==> src/sv/kti_pkg.sv <==
`timescale 1ns / 1ps
// Shared constants, command and status types for the keyframe table interpolator.
package kti_pkg;

   localparam int TABLE_ENTRIES = 256;
   localparam int CHANNEL_COUNT = 4;

   localparam int IDX_W  = $clog2(TABLE_ENTRIES);
   localparam int CNT_W  = $clog2(TABLE_ENTRIES + 1);
   localparam int CH_W   = (CHANNEL_COUNT > 1) ? $clog2(CHANNEL_COUNT) : 1;
   localparam int DEPTH  = CHANNEL_COUNT * TABLE_ENTRIES;
   localparam int ADDR_W = $clog2(DEPTH);

   localparam int KEY_W     = 24;
   localparam int VAL_W     = 8;
   localparam int FRAC_W    = 16;
   localparam int RES_W     = 16;
   localparam int RAM_W     = KEY_W + VAL_W;
   localparam int DIV_CNT_W = $clog2(FRAC_W);
   localparam int PROD_W    = VAL_W + FRAC_W;

   localparam int YEAR_BASE_W = 15;
   localparam int CSR_ADDR_W  = 3;
   localparam int CSR_DATA_W  = 32;
   localparam logic CSR_IDX_YEAR_BASE = 1'b0;

   localparam logic ACTION_LOAD  = 1'b0;
   localparam logic ACTION_QUERY = 1'b1;

   typedef enum logic [1:0] {
      ADDR_CUR,
      ADDR_NEXT,
      ADDR_FIRST
   } addr_sel_type;

   typedef enum logic [3:0] {
      OP_NONE,
      OP_ACCEPT,
      OP_CH_START,
      OP_CUR_INC,
      OP_CUR_DEC,
      OP_CAP0,
      OP_CAP1,
      OP_DIV_SETUP,
      OP_DIV_STEP,
      OP_MUL,
      OP_ADD,
      OP_SINGLE,
      OP_EMIT
   } op_type;

   typedef struct packed {
      op_type       op;
      addr_sel_type addr_sel;
   } dp_cmd_type;

   typedef struct packed {
      logic req_valid;
      logic req_query;
      logic n_zero;
      logic n_one;
      logic cur_below_last;
      logic cur_above_zero;
      logic key_le_q;
      logic div_trivial;
      logic div_done;
      logic out_free;
      logic last_ch;
   } dp_status_type;

endpackage

==> src/sv/kti_ctrl.sv <==
`timescale 1ns / 1ps
// Sequencing state machine: cursor walk, divide, multiply and result hand-off.
module kti_ctrl
   import kti_pkg::*;
(
   input  logic          clock,
   input  logic          reset,
   input  dp_status_type status,
   output dp_cmd_type    cmd,
   output logic          req_ready
);

   typedef enum logic [3:0] {
      S_IDLE,
      S_CH_START,
      S_SINGLE_RD,
      S_SINGLE_CAP,
      S_FWD_TEST,
      S_FWD_RD,
      S_FWD_CHK,
      S_BACK_TEST,
      S_BACK_RD,
      S_BACK_CHK,
      S_K0_RD,
      S_K1_RD,
      S_K1_CAP,
      S_DIV_SETUP,
      S_DIV,
      S_MUL_ADD
   } state_type;

   state_type state_ff, state_in;
   logic      add_ff, add_in;
   logic      emit_ff, emit_in;

   always_comb begin
      state_in     = state_ff;
      add_in       = 1'b0;
      emit_in      = 1'b0;
      cmd.op       = OP_NONE;
      cmd.addr_sel = ADDR_CUR;
      req_ready    = 1'b0;
      unique case (state_ff)
         S_IDLE: begin
            req_ready = 1'b1;
            if (status.req_valid) begin
               cmd.op = OP_ACCEPT;
               if (status.req_query) begin
                  state_in = S_CH_START;
               end
            end
         end
         S_CH_START: begin
            cmd.op = OP_CH_START;
            priority if (status.n_zero) begin
               state_in = S_MUL_ADD;
               emit_in  = 1'b1;
            end else if (status.n_one) begin
               state_in = S_SINGLE_RD;
            end else begin
               state_in = S_FWD_TEST;
            end
         end
         S_SINGLE_RD: begin
            cmd.addr_sel = ADDR_FIRST;
            state_in     = S_SINGLE_CAP;
         end
         S_SINGLE_CAP: begin
            cmd.op   = OP_SINGLE;
            state_in = S_MUL_ADD;
            emit_in  = 1'b1;
         end
         S_FWD_TEST: begin
            state_in = status.cur_below_last ? S_FWD_RD : S_BACK_TEST;
         end
         S_FWD_RD: begin
            cmd.addr_sel = ADDR_NEXT;
            state_in     = S_FWD_CHK;
         end
         S_FWD_CHK: begin
            if (status.key_le_q) begin
               cmd.op   = OP_CUR_INC;
               state_in = S_FWD_TEST;
            end else begin
               state_in = S_BACK_TEST;
            end
         end
         S_BACK_TEST: begin
            state_in = status.cur_above_zero ? S_BACK_RD : S_K0_RD;
         end
         S_BACK_RD: begin
            cmd.addr_sel = ADDR_CUR;
            state_in     = S_BACK_CHK;
         end
         S_BACK_CHK: begin
            if (!status.key_le_q) begin
               cmd.op   = OP_CUR_DEC;
               state_in = S_BACK_TEST;
            end else begin
               state_in = S_K0_RD;
            end
         end
         S_K0_RD: begin
            cmd.addr_sel = ADDR_CUR;
            state_in     = S_K1_RD;
         end
         S_K1_RD: begin
            cmd.addr_sel = ADDR_NEXT;
            cmd.op       = OP_CAP0;
            state_in     = S_K1_CAP;
         end
         S_K1_CAP: begin
            cmd.op   = OP_CAP1;
            state_in = S_DIV_SETUP;
         end
         S_DIV_SETUP: begin
            cmd.op   = OP_DIV_SETUP;
            state_in = status.div_trivial ? S_MUL_ADD : S_DIV;
         end
         S_DIV: begin
            cmd.op = OP_DIV_STEP;
            if (status.div_done) begin
               state_in = S_MUL_ADD;
            end
         end
         S_MUL_ADD: begin
            // Multiply, add, hand off; empty and one-entry tables only hand off.
            priority if (emit_ff) begin
               emit_in = 1'b1;
               if (status.out_free) begin
                  cmd.op  = OP_EMIT;
                  emit_in = 1'b0;
                  state_in = status.last_ch ? S_IDLE : S_CH_START;
               end
            end else if (add_ff) begin
               cmd.op  = OP_ADD;
               emit_in = 1'b1;
            end else begin
               cmd.op = OP_MUL;
               add_in = 1'b1;
            end
         end
         default: begin
            state_in = S_IDLE;
         end
      endcase
   end

   always_ff @(posedge clock) begin
      if (reset) begin
         state_ff <= S_IDLE;
         add_ff   <= 1'b0;
         emit_ff  <= 1'b0;
      end else begin
         state_ff <= state_in;
         add_ff   <= add_in;
         emit_ff  <= emit_in;
      end
   end

endmodule

==> config.mk <==
export PLATFORM = sky130hd
export DESIGN_NAME = kti_ctrl
export DESIGN_NICKNAME = d
export VERILOG_FILES = /design/src/sv/kti_pkg.sv /design/src/sv/kti_ctrl.sv
export SDC_FILE = /design/constraint.sdc
export NUM_CORES = 1
export LEC_CHECK = 0
export CORE_UTILIZATION = 45
export DETAILED_ROUTE_END_ITERATION = 12
export DONT_BUFFER_PORTS = 1
export HOLD_SLACK_MARGIN = 0.08
export SLEW_MARGIN = 10
export SYNTH_ARGS = -nofsm -noshare
export SYNTH_HDL_FRONTEND = slang
export SYNTH_SLANG_ARGS = --single-unit
==> constraint.sdc <==
create_clock -name clock -period 2.3 [get_ports clock]
set_input_delay 0 -clock clock [delete_from_list [all_inputs] [get_ports clock]]
set_output_delay 0 -clock clock [all_outputs]
set_load 0.02 [all_outputs]
======== After elaboration in Yosys (flattened, before gate mapping) ========
Index checks and enable logic that the tools add are counted.
storage, ports and cells
  logic and storage cells ................. 57
  flip-flop bits (word level) ............. 6
  output and inout bits ................... 7
operators by class
  bitwise gates (word level) .............. 1
  mux-type cells .......................... 29
  reduce and logical (&&, ||, !) cells .... 4
  eq/ne operators ......................... 20
operators by type and width
  kind                number
  $pmux 4 s16         1
  $pmux 4 s10         1
  $mux 4              9
  $eq 4x4->1 const B  8
  $eq 4x3->1 const B  4
  $mux 2              5
  $ne 2x2->1 const B  5
  $mux 1              9
  $eq 4x2->1 const B  2
  $mux 3              2
  $reduce_and 5->1    1
  $eq 4x1->1 const B  1
  $logic_not 4->1     1
  $pmux 2 s2          1
  $pmux 1 s3          1
  $reduce_or 3->1     1
  $reduce_or 2->1     1
  $not 1->1           1

======== Longest topological paths before layout ========
  word-level depth ........................ 4
  mapped depth ............................ 6
  mapped depth without buffers ............ 4

======== Worst setup path before layout ========
No wires, ideal clock.
  kind .................................... register -> register
  from .................................... reg state_ff[3]
  to ...................................... reg state_ff[0]
  period minus slack after synthesis ...... 1,673 ps
  path buffers ............................ 1
  required time ........................... 2,168 ps
  stages on the path, launching flop included .. 5
  library setup time ...................... 132 ps
  arrival time ............................ 1,541 ps
  path slack .............................. 627 ps
  cells stage by stage .................... dfxtp_1 -> buf_4 -> nor4_1 -> a221o_1 -> a211oi_2
between the ends
  cells in the longest elaborated chain, start to end .. 3
  elaborated cells on any way between the ends .. 23
  those cells by class .................... eq/ne: 20; mux: 1; reduce/logical: 2
ends and longest elaborated chain
  item                                                  RTL line         source
  start: declaration                                    kti_ctrl.sv:32   state_type state_ff, state_in;
  start signal: assignment                              kti_ctrl.sv:155  state_ff <= state_in;
  $eq 4x4->1 / $logic_not 4->1 (equally long branches)  kti_ctrl.sv:43   unique case (state_ff)
  $ne 2x2->1 (no source line)                           --
  $reduce_and 5->1 (no source line)                     --
Parallel ways exist; a longest one is shown, timed or not.
A chain may end at the register's enable or synchronous reset.

======== Final worst setup path ========
  from .................................... reg state_ff[0]
  to ...................................... reg state_ff[1]
Same word-level chain as after synthesis.

==> flow_summary.ini <==
[detailed_routing]
first_pass_iters = 4
drc = 0
wl_per_cell_um = 16.2
wirelength_um = 1720
detail-route-antenna-nets = 0
via_per_inst = 6.36
num_vias = 674
first_iter_violations = 36

[synthesis]
netlist.area_leader.share = 0.192
synth.largest_area_cell = dfxtp_1
ys_warn_count = 0
synth.area.top_cells = dfxtp_1 (19%), a21oi_1 (5.6%), o21ai_0 (4.8%)
synthCells = 84
ys_seq_area_frac = 0.192
synthesis.area_sq_um = 624
synth.distinct_cells = 40
synth.net_count = 97
synth-seq-cells = 6
synth_area_per_cell_sq_um = 7.43

[global_routing]
grt_pass1_wl_um = 2660
track_usage = 0.261
overflow = 0
first_global_vias = 639
antenna_found_initial = 0
grt_max_degree = 13

[hold_path]
hp-class = input pin to register

[floorplanning]
ios = 20
core_sq_um = 1300
die_area_sq_um = 1540
die_x_um = 39.3
initial_core_util = 0.480
fp.dieH_um = 39.3
num_rows = 13

[finish]
final_cells = 106
final_cell_mix = nor2_1 (8), dlygate4sd3_1 (8), a21oi_1 (7)
fin_util = 0.551
fill_cells = 132
seqCellArea_sq_um = 120
diodes = 0
layout-drive-gt1-share = 0.132
area_growth_pct = 14.8
fin_nets = 106
multi_input_area_sq_um = 438
fin_area_sq_um = 717

[sta]
hold_violations = 0
fmax_ghz = 0.480
fin_skew_ns = 0.0101
worst_slew_pin_slew_ns = 1.01
period_minus_slack_ns = 2.08
setup_violations = 0
layout_setup_ws_ns = 0.217
fin_setup_tns_ns = 0
grt_setup_unrepaired = no
slew_headroom = 0.323
fin_crit_sh = 0.906
slew_viol_final = 0

[placed_design]
pre_cts_ws_ns = 0.556
portBuffers = 0
placedCellCount = 95
dp_hpwl_um = 1180
place_congestion = 0.826
placed_area_sq_um = 614

[critical_path]
cp.arrival_ns = 2.28
critPathKind = register to register
crit_buf_inv = 2
start_kind = register
crit_chain = buf_4 -> and2b_1 -> o21ai_0 -> a41o_1 -> a31oi_1 -> dlygate4sd3_1
cp_max_fo = 11
cp-end-kind = register
cp.required_ns = 2.50
cp_top_family = buffers and inverters
max_stage_delay_ns = 0.57
slowest_stage = dlygate4sd3_1

[power]
power_leakage_nw = 0.244
power_density_nw_per_um2 = 1170
ir_drop_mv = 0.602

[cts]
numClockSinks = 6
cts_setup_buffers = 0
clk_latency_ns = 0.26
clk_pin_slew_ns = 0.05
cts_tree = built
hold_buffers = 8
htree_levels = 1
clk_path_buf_depth = 2
cts_resized = 0
ctsRootBufferMaster = clkbuf_4
cts_buffers = 3

[outcome]
status = complete, no violations

[run]
max-cap-violations = 0
[worst reg2reg max path, cell delays in order (launching register included)]
cell	delay, ns
dfxtp_1	0.52
buf_4	0.23
and2b_1	0.19
o21ai_0	0.10
a41o_1	0.25
a31oi_1	0.16
dlygate4sd3_1	0.57
[power breakdown]
group / internal, mW / switching [mW]
registers: 0.135 / 0.0852
clock network: 0.0594 / 0.0434
logic: 0.198 / 0.314
[layout make-up]
class	count	share of cell area
Inverter	4	0.0209
Tap cell	15	0.0262
Timing Repair Buffer	11	0.143
Clock buffer	3	0.0314
Sequential cell	6	0.168
Multi-Input combinational cell	67	0.611
[flip-flops by register name, indices dropped and copies added (netlist names)]
signal	count
state_ff	4
emit_ff	1
add_ff	1
[stage by stage]
stage | hold WS, ns | power [mW]
floorplan | 0.0691 | 0.645
global placement | 0.0732 | 0.698
detailed placement | 0.0757 | 0.701
CTS | 0.0903 | 0.830
global route | 0.105 | 0.905
finish | 0.0889 | 0.836
[path summary, 6_finish.rpt]
path	from	to	slack (ns)	depth (start not counted)
max	state_ff[0]	state_ff[1]	0.22	6
min	status[8]	state_ff[3]	0.09	3
max reg2reg	state_ff[0]	state_ff[1]	0.22	6
min reg2reg	add_ff	add_ff	0.44	1
[cell usage after synthesis]
cell / number
dfxtp_1: 6
nand2_1: 5
a22oi_1: 1
and2b_1: 2
inv_1: 3
and3_1: 1
a21oi_1: 7
a2111oi_2: 1
a21boi_2: 1
clkbuf_2: 1
nor2b_1: 1
o31a_1: 1
o2bb2ai_1: 1
o31ai_1: 1
a41o_1: 1
buf_2: 1
a211oi_2: 1
nor4b_1: 1
a32oi_1: 1
o21ai_2: 1
clkbuf_1: 1
o211ai_1: 1
nand3b_1: 2
o21a_1: 1
nor2_1: 8
nand2b_1: 4
nor3_1: 3
o21ai_0: 6
inv_2: 1
a211o_1: 2
buf_4: 2
nand3_4: 1
o22ai_1: 2
a221o_1: 1
a311oi_1: 1
xor2_1: 1
and2_1: 1
nor4_1: 2
buf_6: 2
a31oi_1: 4
[kinds of logic after synthesis]
kind of cell,after synthesis,synth area share
AOI/OAI and AO/OA,35,0.405
xor gates and xnor gates,1,0.0140
buffers and inverters,11,0.106
DFF,6,0.192
and+or+nand+nor,31,0.283
[metal layers]
| metal | share of wire | track usage | vias to the layer above |
|---|---|---|---|
| li1 | - | - | 332 |
| met1 | 0.43 | 0.293 | 314 |
| met2 | 0.49 | 0.467 | 26 |
| met3 | 0.060 | 0.0398 | 2 |
| met4 | 0.019 | 0.138 | 0 |
| met5 | 0 | 0 | - |
Note: power is estimated with default switching activity, not from simulation.
